## src/rtl/swurp_pkg.sv

```systemverilog
`timescale 1ns / 1ps
`default_nettype none
// ----------------------------------------------------------------------------
// swurp_pkg
// Shared types and constants of the single-wire uart register poller: the
// configuration register indexes, the configuration bundle and the per-tick
// result bundle.
// ----------------------------------------------------------------------------
package swurp_pkg;

    localparam int unsigned C_MAX_ADDRESSES = 16;
    localparam int unsigned C_REPLY_BYTES   = 8;
    localparam int unsigned C_LIST_W        = 56;
    localparam int unsigned C_CFG_IDX_W     = 3;

    localparam logic [7:0] C_SYNC_BYTE  = 8'h05;
    localparam logic [7:0] C_CRC_POLY   = 8'h07;
    localparam logic [3:0] C_FRAME_BITS = 4'd10;
    localparam logic [3:0] C_STOP_BIT   = 4'd9;
    localparam logic [2:0] C_LAST_REQ   = 3'd3;

    typedef enum logic [C_CFG_IDX_W-1:0] {
        REG_ADDR_LIST_LOW  = 3'd0,
        REG_ADDR_LIST_HIGH = 3'd1,
        REG_LIST_LENGTH    = 3'd2,
        REG_BIT_PERIOD     = 3'd3,
        REG_GAP_TICKS      = 3'd4,
        REG_NODE_ADDRESS   = 3'd5
    } t_reg_idx;

    typedef struct packed {
        logic [C_LIST_W-1:0] addr_list_low;
        logic [C_LIST_W-1:0] addr_list_high;
        logic [4:0]          list_length;
        logic [7:0]          bit_period_ticks;
        logic [7:0]          gap_ticks;
        logic [7:0]          node_address;
    } t_cfg;

    typedef struct packed {
        logic       line_drive_enable;
        logic       line_level;
        logic       rx_byte_valid;
        logic [7:0] rx_byte;
        logic       reply_done;
        logic       sweep_done;
    } t_result;

endpackage
`default_nettype wire

```

## src/rtl/swurp_cfg.sv

```systemverilog
`timescale 1ns / 1ps
`default_nettype none
// ----------------------------------------------------------------------------
// swurp_cfg
// Configuration register file, written through its own valid/ready channel.
// ----------------------------------------------------------------------------
module swurp_cfg
    import swurp_pkg::*;
(
    input  wire logic                   i_clk,
    input  wire logic                   i_rst_n,
    input  wire logic                   i_cfg_valid,
    output logic                        o_cfg_ready,
    input  wire logic [C_CFG_IDX_W-1:0] i_cfg_index,
    input  wire logic [C_LIST_W-1:0]    i_cfg_data,
    output t_cfg                        o_cfg
);

    t_cfg r_cfg;

    assign o_cfg_ready = 1'b1;
    assign o_cfg       = r_cfg;

    always_ff @(posedge i_clk) begin
        if (!i_rst_n) begin
            r_cfg.addr_list_low    <= 56'd63542318014824576;
            r_cfg.addr_list_high   <= 56'd14705;
            r_cfg.list_length      <= 5'd10;
            r_cfg.bit_period_ticks <= 8'd3;
            r_cfg.gap_ticks        <= 8'd255;
            r_cfg.node_address     <= 8'd0;
        end else if (i_cfg_valid) begin
            case (t_reg_idx'(i_cfg_index))
                REG_ADDR_LIST_LOW:  r_cfg.addr_list_low    <= i_cfg_data;
                REG_ADDR_LIST_HIGH: r_cfg.addr_list_high   <= i_cfg_data;
                REG_LIST_LENGTH:    r_cfg.list_length      <= i_cfg_data[4:0];
                REG_BIT_PERIOD:     r_cfg.bit_period_ticks <= i_cfg_data[7:0];
                REG_GAP_TICKS:      r_cfg.gap_ticks        <= i_cfg_data[7:0];
                REG_NODE_ADDRESS:   r_cfg.node_address     <= i_cfg_data[7:0];
                default: begin
                end
            endcase
        end
    end

endmodule
`default_nettype wire

```

## src/rtl/swurp_core.sv

```systemverilog
`timescale 1ns / 1ps
`default_nettype none
// ----------------------------------------------------------------------------
// swurp_core
// Poller state and its one-tick next-state logic: request framing with
// crc-8, reply sampling on the bit grid, gap timing and list walking.
// ----------------------------------------------------------------------------
module swurp_core
    import swurp_pkg::*;
(
    input  wire logic i_clk,
    input  wire logic i_rst_n,
    input  wire logic i_tick,
    input  wire logic i_sample,
    input  wire t_cfg i_cfg,
    output t_result   o_result
);

    logic       r_rx_phase, n_rx_phase;
    logic [2:0] r_byte_cnt, n_byte_cnt;
    logic [3:0] r_bit_cnt,  n_bit_cnt;
    logic [7:0] r_crc,      n_crc;
    logic [7:0] r_div,      n_div;
    logic       r_await,    n_await;
    logic [7:0] r_rx_shift, n_rx_shift;
    logic [7:0] r_gap,      n_gap;
    logic [3:0] r_pos,      n_pos;
    logic       r_drv_en,   n_drv_en;
    logic       r_drv_lvl,  n_drv_lvl;

    logic [7:0]   w_period;
    logic [4:0]   w_active_len;
    logic [111:0] w_list;
    logic [6:0]   w_entry_base;
    logic [6:0]   w_entry;
    logic [7:0]   w_data;
    logic [2:0]   w_bit_idx;
    logic         w_bit;
    logic [7:0]   w_div_inc;
    logic [7:0]   w_div_adv;
    logic [3:0]   w_bit_inc;
    t_result      w_res;

    assign w_period     = (i_cfg.bit_period_ticks == 8'd0) ? 8'd1 : i_cfg.bit_period_ticks;
    assign w_active_len = (i_cfg.list_length == 5'd0) ? 5'd1 :
                          (i_cfg.list_length > 5'(C_MAX_ADDRESSES)) ? 5'(C_MAX_ADDRESSES) :
                          i_cfg.list_length;
    assign w_list       = {i_cfg.addr_list_high, i_cfg.addr_list_low};
    assign w_entry_base = 7'(r_pos) * 7'd7;
    assign w_entry      = w_list[w_entry_base +: 7];
    assign w_bit_idx    = 3'(r_bit_cnt - 4'd1);
    assign w_div_inc    = r_div + 8'd1;
    assign w_div_adv    = (w_div_inc >= w_period) ? 8'd0 : w_div_inc;
    assign w_bit_inc    = r_bit_cnt + 4'd1;

    always_comb begin
        case (r_byte_cnt)
            3'd0:    w_data = C_SYNC_BYTE;
            3'd1:    w_data = i_cfg.node_address;
            3'd2:    w_data = {1'b0, w_entry};
            default: w_data = r_crc;
        endcase
        if (r_bit_cnt == 4'd0) begin
            w_bit = 1'b0;
        end else if (r_bit_cnt >= C_STOP_BIT) begin
            w_bit = 1'b1;
        end else begin
            w_bit = w_data[w_bit_idx];
        end
    end

    always_comb begin
        n_rx_phase = r_rx_phase;
        n_byte_cnt = r_byte_cnt;
        n_bit_cnt  = r_bit_cnt;
        n_crc      = r_crc;
        n_div      = r_div;
        n_await    = r_await;
        n_rx_shift = r_rx_shift;
        n_gap      = r_gap;
        n_pos      = r_pos;
        n_drv_en   = r_drv_en;
        n_drv_lvl  = r_drv_lvl;
        w_res      = '0;

        if (r_gap != 8'd0) begin
            n_gap = r_gap - 8'd1;
        end else if (!r_rx_phase) begin
            // request transmission
            n_drv_en = 1'b1;
            n_div    = w_div_adv;
            if (r_div == 8'd0) begin
                n_drv_lvl = w_bit;
                if (r_bit_cnt != 4'd0 && r_bit_cnt < C_STOP_BIT && r_byte_cnt <= 3'd2) begin
                    n_crc = {r_crc[6:0], 1'b0} ^ ((r_crc[7] ^ w_bit) ? C_CRC_POLY : 8'd0);
                end
                n_bit_cnt = w_bit_inc;
                if (w_bit_inc >= C_FRAME_BITS) begin
                    n_bit_cnt = 4'd0;
                    if (r_byte_cnt >= C_LAST_REQ) begin
                        n_crc      = 8'd0;
                        n_rx_phase = 1'b1;
                        n_await    = 1'b1;
                        n_rx_shift = 8'd0;
                        n_byte_cnt = 3'd0;
                    end else begin
                        n_byte_cnt = r_byte_cnt + 3'd1;
                    end
                end
            end
        end else begin
            // reply reception
            n_drv_en = 1'b0;
            if (r_await) begin
                if (!i_sample) begin
                    n_await = 1'b0;
                    n_div   = 8'd0;
                end
            end else begin
                n_div = w_div_adv;
                if (r_div == 8'd0) begin
                    if (r_bit_cnt == 4'd0) begin
                        n_rx_shift = 8'd0;
                    end else if (r_bit_cnt >= C_STOP_BIT) begin
                        w_res.rx_byte_valid = 1'b1;
                        w_res.rx_byte       = r_rx_shift;
                    end else begin
                        n_rx_shift = {i_sample, r_rx_shift[7:1]};
                    end
                    n_bit_cnt = w_bit_inc;
                    if (w_bit_inc >= C_FRAME_BITS) begin
                        n_bit_cnt = 4'd0;
                        if (r_byte_cnt >= 3'(C_REPLY_BYTES - 1)) begin
                            w_res.reply_done = 1'b1;
                            n_rx_phase = 1'b0;
                            n_byte_cnt = 3'd0;
                            n_div      = 8'd0;
                            n_gap      = i_cfg.gap_ticks;
                            if (5'(r_pos) + 5'd1 >= w_active_len) begin
                                n_pos            = 4'd0;
                                w_res.sweep_done = 1'b1;
                            end else begin
                                n_pos = r_pos + 4'd1;
                            end
                        end else begin
                            n_byte_cnt = r_byte_cnt + 3'd1;
                        end
                    end
                end
            end
        end
        w_res.line_drive_enable = n_drv_en;
        w_res.line_level        = n_drv_lvl;
    end

    assign o_result = w_res;

    always_ff @(posedge i_clk) begin
        if (!i_rst_n) begin
            r_rx_phase <= 1'b0;
            r_byte_cnt <= 3'd0;
            r_bit_cnt  <= 4'd0;
            r_crc      <= 8'd0;
            r_div      <= 8'd0;
            r_await    <= 1'b0;
            r_rx_shift <= 8'd0;
            r_gap      <= 8'd0;
            r_pos      <= 4'd0;
            r_drv_en   <= 1'b0;
            r_drv_lvl  <= 1'b0;
        end else if (i_tick) begin
            r_rx_phase <= n_rx_phase;
            r_byte_cnt <= n_byte_cnt;
            r_bit_cnt  <= n_bit_cnt;
            r_crc      <= n_crc;
            r_div      <= n_div;
            r_await    <= n_await;
            r_rx_shift <= n_rx_shift;
            r_gap      <= n_gap;
            r_pos      <= n_pos;
            r_drv_en   <= n_drv_en;
            r_drv_lvl  <= n_drv_lvl;
        end
    end

endmodule
`default_nettype wire

```

## src/rtl/swurp_out.sv

```systemverilog
`timescale 1ns / 1ps
`default_nettype none
// ----------------------------------------------------------------------------
// swurp_out
// Result register: holds one result until the downstream transfer and lets a
// new tick in whenever the register is empty or being emptied.
// ----------------------------------------------------------------------------
module swurp_out
    import swurp_pkg::*;
(
    input  wire logic    i_clk,
    input  wire logic    i_rst_n,
    input  wire logic    i_load,
    input  wire t_result i_result,
    input  wire logic    i_out_ready,
    output logic         o_space,
    output logic         o_out_valid,
    output t_result      o_result
);

    logic    r_valid;
    t_result r_result;

    assign o_space     = !r_valid || i_out_ready;
    assign o_out_valid = r_valid;
    assign o_result    = r_result;

    always_ff @(posedge i_clk) begin
        if (!i_rst_n) begin
            r_valid <= 1'b0;
        end else if (o_space) begin
            r_valid <= i_load;
        end
    end

    always_ff @(posedge i_clk) begin
        if (i_load) begin
            r_result <= i_result;
        end
    end

endmodule
`default_nettype wire

```

## src/rtl/single_wire_uart_register_poller.sv

```systemverilog
`timescale 1ns / 1ps
`default_nettype none
// ----------------------------------------------------------------------------
// single_wire_uart_register_poller
// Half-duplex single-wire uart master that polls a list of register
// addresses and returns the reply bytes.
// ----------------------------------------------------------------------------
// Each input transfer is one tick carrying the sampled line level; each tick
// gives exactly one output transfer with the line drive, any completed reply
// byte and the reply and sweep flags. A tick is taken every cycle the result
// register is free or being emptied, so throughput is one tick per cycle and
// the result, formed combinationally from the tick and the poller state, is
// registered and appears in the cycle after its input transfer. Configuration
// writes take effect at once and belong to idle periods.
// ----------------------------------------------------------------------------
module single_wire_uart_register_poller
    import swurp_pkg::*;
(
    input  wire logic                   i_clk,
    input  wire logic                   i_rst_n,
    input  wire logic                   i_in_valid,
    output logic                        o_in_ready,
    input  wire logic                   i_line_in,
    output logic                        o_out_valid,
    input  wire logic                   i_out_ready,
    output logic                        o_line_drive_enable,
    output logic                        o_line_level,
    output logic                        o_rx_byte_valid,
    output logic [7:0]                  o_rx_byte,
    output logic                        o_reply_done,
    output logic                        o_sweep_done,
    input  wire logic                   i_cfg_valid,
    output logic                        o_cfg_ready,
    input  wire logic [C_CFG_IDX_W-1:0] i_cfg_index,
    input  wire logic [C_LIST_W-1:0]    i_cfg_data
);

    t_cfg    w_cfg;
    t_result w_core_res;
    t_result w_out_res;
    logic    w_space;
    logic    w_tick;

    assign o_in_ready = w_space;
    assign w_tick     = i_in_valid && w_space;

    swurp_cfg u_cfg (
        .i_clk       (i_clk),
        .i_rst_n     (i_rst_n),
        .i_cfg_valid (i_cfg_valid),
        .o_cfg_ready (o_cfg_ready),
        .i_cfg_index (i_cfg_index),
        .i_cfg_data  (i_cfg_data),
        .o_cfg       (w_cfg)
    );

    swurp_core u_core (
        .i_clk    (i_clk),
        .i_rst_n  (i_rst_n),
        .i_tick   (w_tick),
        .i_sample (i_line_in),
        .i_cfg    (w_cfg),
        .o_result (w_core_res)
    );

    swurp_out u_out (
        .i_clk       (i_clk),
        .i_rst_n     (i_rst_n),
        .i_load      (w_tick),
        .i_result    (w_core_res),
        .i_out_ready (i_out_ready),
        .o_space     (w_space),
        .o_out_valid (o_out_valid),
        .o_result    (w_out_res)
    );

    assign o_line_drive_enable = w_out_res.line_drive_enable;
    assign o_line_level        = w_out_res.line_level;
    assign o_rx_byte_valid     = w_out_res.rx_byte_valid;
    assign o_rx_byte           = w_out_res.rx_byte;
    assign o_reply_done        = w_out_res.reply_done;
    assign o_sweep_done        = w_out_res.sweep_done;

endmodule
`default_nettype wire

```

## config.mk

```make
export PLATFORM = sky130hd
export DESIGN_NAME = single_wire_uart_register_poller
export DESIGN_NICKNAME = d
export VERILOG_FILES = /design/src/rtl/swurp_pkg.sv /design/src/rtl/swurp_cfg.sv /design/src/rtl/swurp_core.sv /design/src/rtl/swurp_out.sv /design/src/rtl/single_wire_uart_register_poller.sv
export SDC_FILE = /design/constraint.sdc
export NUM_CORES = 1
export LEC_CHECK = 0
export ABC_AREA = 1
export BUFFER_PORTS_ARGS = -buffer_cell sky130_fd_sc_hd__buf_2
export CAP_MARGIN = 20
export CELL_PAD_IN_SITES_DETAIL_PLACEMENT = 0
export CELL_PAD_IN_SITES_GLOBAL_PLACEMENT = 1
export CORE_MARGIN = 10
export CORE_UTILIZATION = 38
export CTS_CLUSTER_DIAMETER = 100
export DETAILED_ROUTE_END_ITERATION = 8
export GPL_TIMING_DRIVEN = 0
export PLACE_DENSITY = 0.81
export SETUP_SLACK_MARGIN = 0.5
export SLEW_MARGIN = 10
export SYNTH_ARGS = -nofsm -noshare
export SYNTH_HDL_FRONTEND = slang
export SYNTH_SLANG_ARGS = --single-unit
```

## constraint.sdc

```tcl
create_clock -name i_clk -period 2.65 [get_ports i_clk]
set_clock_uncertainty 0.2 [all_clocks]
set_input_delay 0.53 -clock i_clk [delete_from_list [all_inputs] [get_ports i_clk]]
set_output_delay 0.53 -clock i_clk [all_outputs]
set_load 0.005 [all_outputs]
```

---- Yosys cells after proc, flatten, opt, wreduce, memory -nomap -nowiden ----
Index checks and enable logic that the tools add are counted.
storage, ports and cells
  output and inout port bits .............. 16
  flip-flop bits (word level) ............. 202
  logic and storage cells ................. 172
operators by class
  eq/ne operators ......................... 11
  multiply operators ...................... 1
  multiplexer cells ....................... 68
  magnitude comparators ................... 10
  bitwise operators ....................... 9
  shift operators ......................... 1
  reductions and logical operators ........ 41
  add/subtract/negate cells ............... 7
operator list
  cell                                                                   count
  8-bit 2-to-1 mux                                                       25
  112-bit by 8-bit variable part select with 7-bit output                1
  3-bit 2-to-1 mux                                                       9
  8-bit one-hot mux with 3 select lines                                  1
  1-bit 2-to-1 mux                                                       23
  4-bit 2-to-1 mux                                                       5
  2-bit nonzero test                                                     9
  8-bit zero test                                                        2
  2-bit AND reduction                                                    7
  7-bit AND reduction                                                    2
  6-bit OR reduction                                                     2
  5-bit 2-to-1 mux                                                       2
  5-bit OR reduction                                                     2
  3-bit by 2-bit equality test with 1-bit output, second input constant  3
  9-bit 2-to-1 mux                                                       1
  4-bit by 1-bit adder with 4-bit output, second input constant          2
  8-bit by 1-bit adder with 8-bit output, second input constant          1
  4-bit >= comparator, second input constant                             2
  8-bit >= comparator                                                    1
  8-bit AND reduction                                                    1
  8-bit nonzero test                                                     1
  8-bit by 1-bit subtractor with 8-bit output, second input constant     1
  8-bit XOR                                                              1
  4-bit by 3-bit multiplier with 7-bit output, second input constant     1
  29 further kinds                                                       43

---- Depth between registers and ports, before layout ----
  depth after elaboration ................. 13
  mapped depth ............................ 20

---- Modules after synthesis ----
From an unflattened synthesis, not the netlist that was laid out.
unflattened totals
  cell total of the unflattened synthesis .. 1602
  area total of the unflattened synthesis .. 10542.6 µm²
by module, submodules not included
  module                            cells each  area each (µm²)  instances
  swurp_cfg                         791         5542.8           1
  swurp_core                        790         4555.6           1
  swurp_out                         19          436.7            1
  single_wire_uart_register_poller  2           7.5              1

---- Least setup slack after synthesis ----
No wires, ideal clock.
  kind .................................... register -> register
  start ................................... register u_core.r_div[0]
  end ..................................... register u_core.r_div[0]
  cell stages (with the launch flop) ...... 14
  data arrival time ....................... 2.519 ns
  setup slack ............................. -0.139 ns
  clock period less this slack ............ 2.789 ns
  library setup time ...................... 0.070 ns
  buffers on the path ..................... 0
  path through ............................ dfxtp_1 inv_1 ha_1 ha_1 a21boi_0 o21a_1 o21a_1 o21a_1 o21a_1 o21ai_0 nand2_1 a21oi_1 nand4_1 a21oi_1
on the way
  word-level cells in the longest chain between the ends .. 8
ends and longest elaborated chain
  what                                    line               source
  start, declared                         swurp_core.sv:23   logic [7:0] r_div, n_div;
  start signal, assigned                  swurp_core.sv:176  r_div <= n_div;
  8-bit by 1-bit adder with 8-bit output  swurp_core.sv:52   assign w_div_inc = r_div + 8'd1;
  8-bit >= comparator                     swurp_core.sv:53   assign w_div_adv = (w_div_inc >= w_period) ? 8'd0 : w_div_inc;
  8-bit 2-to-1 mux                        swurp_core.sv:53
  8-bit 2-to-1 mux                        swurp_core.sv:133  if (r_byte_cnt >= 3'(C_REPLY_BYTES - 1)) begin
  8-bit 2-to-1 mux                        swurp_core.sv:131  if (w_bit_inc >= C_FRAME_BITS) begin
  8-bit 2-to-1 mux                        swurp_core.sv:121  if (r_div == 8'd0) begin
  8-bit 2-to-1 mux                        swurp_core.sv:114  if (r_await) begin
  8-bit 2-to-1 mux (*)                    swurp_core.sv:88   end else if (!r_rx_phase) begin
Mark *: on every way between the ends. The rest lies on a longest branch, timed or not.
A chain may end at the register's enable or synchronous reset.

---- Final worst setup path ----
  start ................................... register u_cfg.r_cfg, in the netlist u_cfg.o_cfg[23]
  end ..................................... register u_core.r_div[2]
on the way
  word-level cells in the longest chain between the ends .. 9
ends and longest elaborated chain
  what                     line               source
  start, declared          swurp_cfg.sv:19    t_cfg r_cfg;
  8-bit zero test          swurp_core.sv:44   assign w_period = (i_cfg.bit_period_ticks == 8'd0) ? 8'd1 : i_cfg.bit_period_ticks;
  8-bit 2-to-1 mux (*)     swurp_core.sv:44
  8-bit >= comparator (*)  swurp_core.sv:53
  8-bit 2-to-1 mux (*)     swurp_core.sv:53
  8-bit 2-to-1 mux         swurp_core.sv:133
  8-bit 2-to-1 mux         swurp_core.sv:131
  8-bit 2-to-1 mux         swurp_core.sv:121
  8-bit 2-to-1 mux         swurp_core.sv:114
  8-bit 2-to-1 mux (*)     swurp_core.sv:88
Marked as above.

==> flow_summary.ini <==
[routing]
drt.antenna.violating_nets = 0
drt_iter0_markers = 894
wire_per_inst_um = 17.89
first_pass_iters = 5
drt_wl_total_um = 33940
drc = 0
routed_via_density = 5.221
via_count = 9904

[floorplan]
dieArea_sq_um = 32520
fp.dieW_um = 180.3
core_area_sq_um = 25250
ioPinCount = 81
rows = 58
initial_utilization_pct = 38.68
die_h_um = 180.3

[place]
dp.final_hpwl_um = 23810
io_buffers = 78
gp_congestion = 0.9117

[clock_tree]
clk_pin_slew_worst_paths_ns = 0.06
numClockSinks = 202
tritoncts.num_buffers = 24
htreeDepth = 1
root_buffer = clkbuf_16
clockBufferDepth = 3
tritoncts = done
clock_latency_ns = 0.52
postCtsHoldBufs = 0

[finish]
final_util_pct = 48.28
final_cell_mix = 253 x nor2_1, 242 x nand2_1, 173 x dfxtp_1, 130 x o21ai_0, 122 x inv_1
final_common_cell = nor2_1
layout-area-overhead-vs-synth_pct = 24.81
antenna_cells = 0
drive_gt1_share_pct = 18.57
final_nets = 1641

[synthesis]
synth_fp_nets = 1491
syn_area_sq_um = 9768
synth_async_sr_flop_share_pct = 0
ys_seq_elements = 202
synth_warnings = 0
synthDistinctLibCells = 43
netlist_instances = 1399
syn_area_per_cell_sq_um = 6.982
yosysSeqAreaShare_pct = 42.73
synth_edf_count = 13
ys.flop_type = dfxtp_1

[timing]
period_share_pct = 104.2
slew_headroom_pct = 38.39
max_freq_mhz = 362.2
fin_crit_ns = 2.761
timing.hold.ws_ns = 0.03458
final_hold_viol_count = 0
slew_violations = 0
tightest_slew_ns = 0.9242
setup_ws_ns = -0.1106
setup_violations = 8
rsz0062_at_grt = true

[global_route]
grt_overflow_total = 0
antenna_found_initial = 0
grt_pass1_wl_um = 51890
grt_pass1_vias = 9339
grt_usage_pct = 19.47
grt_start_max_net_pins = 18

[worst_setup_path]
cpMostUsedCell = o21a_1
cpMaxStageDelayCell = dfxtp_2
cp_data_arrival_time_ns = 3.00
critical_path_class = flop to flop
critPathCaptureType = flop
max_stage_delay_ns = 0.33
path_max_fanout = 8
start_kind = flop
crit_chain = nor4_2, a41o_1, ha_1, inv_1, a21boi_1, o21a_1, o21a_1, o21a_1, o21a_1, o21ai_1, nand2_1, a21oi_4, nand4_1, a21oi_1
critPathRequiredTime_ns = 2.89

[run_status]
outcome = finished, violations left
violations = negative setup slack

[worst_hold_path]
hold_path_class = input port to flop

[run]
drv_cap = 0

[power]
p_leak_nw = 5.183
powerDensity_nw_per_um2 = 677.2
vdd_drop_max_v = 0.0004491
## flip-flops by register name, summed over array words and instances, names as in the netlist
signal,flops
u_out.o_out_valid,1
u_core.r_byte_cnt,3
u_core.r_drv_lvl,1
u_core.r_gap,8
u_core.r_await,1
u_core.r_drv_en,1
u_core.r_pos,4
u_core.r_div,8
u_core.r_rx_phase,1
u_core.r_rx_shift,8
u_cfg.o_cfg,141
u_core.r_crc,8
u_core.r_bit_cnt,4
u_out.o_result,13
## worst max-delay path: cells and delay by family, from the launching register on
kind	cells	cell delay [ns]
adder cells (fa/ha/maj)	1	0.22
AO/OA/AOI/OAI	9	1.40
flip-flops	1	0.33
buffers and inverters	1	0.05
AND/OR/NAND/NOR	3	0.51
## synth_stat cells (13+ instances only)
cell	instances	share of area [%]
dfxtp_1	189	39
ha_1	27	3.5
edfxtp_1	13	4.0
a211oi_1	16	1.2
o211ai_1	19	1.5
clkbuf_1	53	2.0
nor2_1	259	10
o21ai_0	144	7.4
inv_1	135	5.2
nand3_1	104	5.3
nor3_1	15	0.77
a21oi_1	78	4.0
nand2_1	246	9.5
## per-layer routing
| metal | vias up | global-route usage [%] | part of all wire (%) |
|---|---|---|---|
| met2 | 320 | 32.04 | 46 |
| met1 | 4663 | 25.66 | 44 |
| met3 | 47 | 3.353 | 7.0 |
| met4 | 0 | 5.249 | 2.3 |
| li1 | 4874 | - | - |
| met5 | - | 0 | 0 |
## cell type report
type | instances | area (sq um)
Multi-Input combinational cell | 982 | 5114
Clock buffer | 29 | 660.6
Clock inverter | 15 | 73.82
Fill cell | 2660 | 13060
Buffer | 74 | 417.9
Inverter | 141 | 546.8
Timing Repair Buffer | 124 | 762.0
Tap cell | 330 | 412.9
Sequential cell | 202 | 4204
## report_power, final
part	internal [W]	switching [W]
sequential	0.00324	0.000117
clock	0.00177	0.00136
combinational	0.000729	0.00104
total	0.00574	0.00251
## repair_timing
item / 4_1_cts / 5_1_grt
buffers inserted: 19 / 26
gates cloned: 0 / 1
resized for setup: 93 / 61
endpoints found under the setup margin: 54 / 58
pin swaps: 14 / 25
## through the flow
stage	setup TNS [ns]	cells	instance area [sq um]	worst slack [ns]	power, W
finish	-0.6109	1897	12190	-0.1106	0.008256
global route	-3.068	1897	12190	-0.2899	0.008610
CTS	-0.6830	1870	11790	-0.1259	0.008087
detailed placement	-2.654	1807	10640	-0.3585	0.004728
global placement	-2.565	1807	10640	-0.3842	0.004712
floorplan	0	1399	9832	0.09586	0.004327
## cell families (layout without fill, tap and decap cells)
family	Yosys count	count (layout)	share of synthesized area (%)
AND/OR/NAND/NOR	655	655	27.65
AO/OA/AOI/OAI	285	285	16.10
buffers and inverters	215	383	8.761
flip-flops	202	202	42.73
adder cells (fa/ha/maj)	27	27	3.458
XOR/XNOR	14	14	1.255
other	1	1	0.03839
## path summary, 6_finish.rpt
check	from	endpoint	slack, ns	cells after the start
hold reg to reg	u_cfg.o_cfg[67]	u_cfg.o_cfg[67]	0.25	2
setup / recovery	u_cfg.o_cfg[23]	u_core.r_div[2]	-0.11	14
setup reg to reg	u_cfg.o_cfg[23]	u_core.r_div[2]	-0.11	14
hold / removal	i_cfg_data[33]	u_cfg.o_cfg[118]	0.03	3
(Power assumes the default switching activity.)
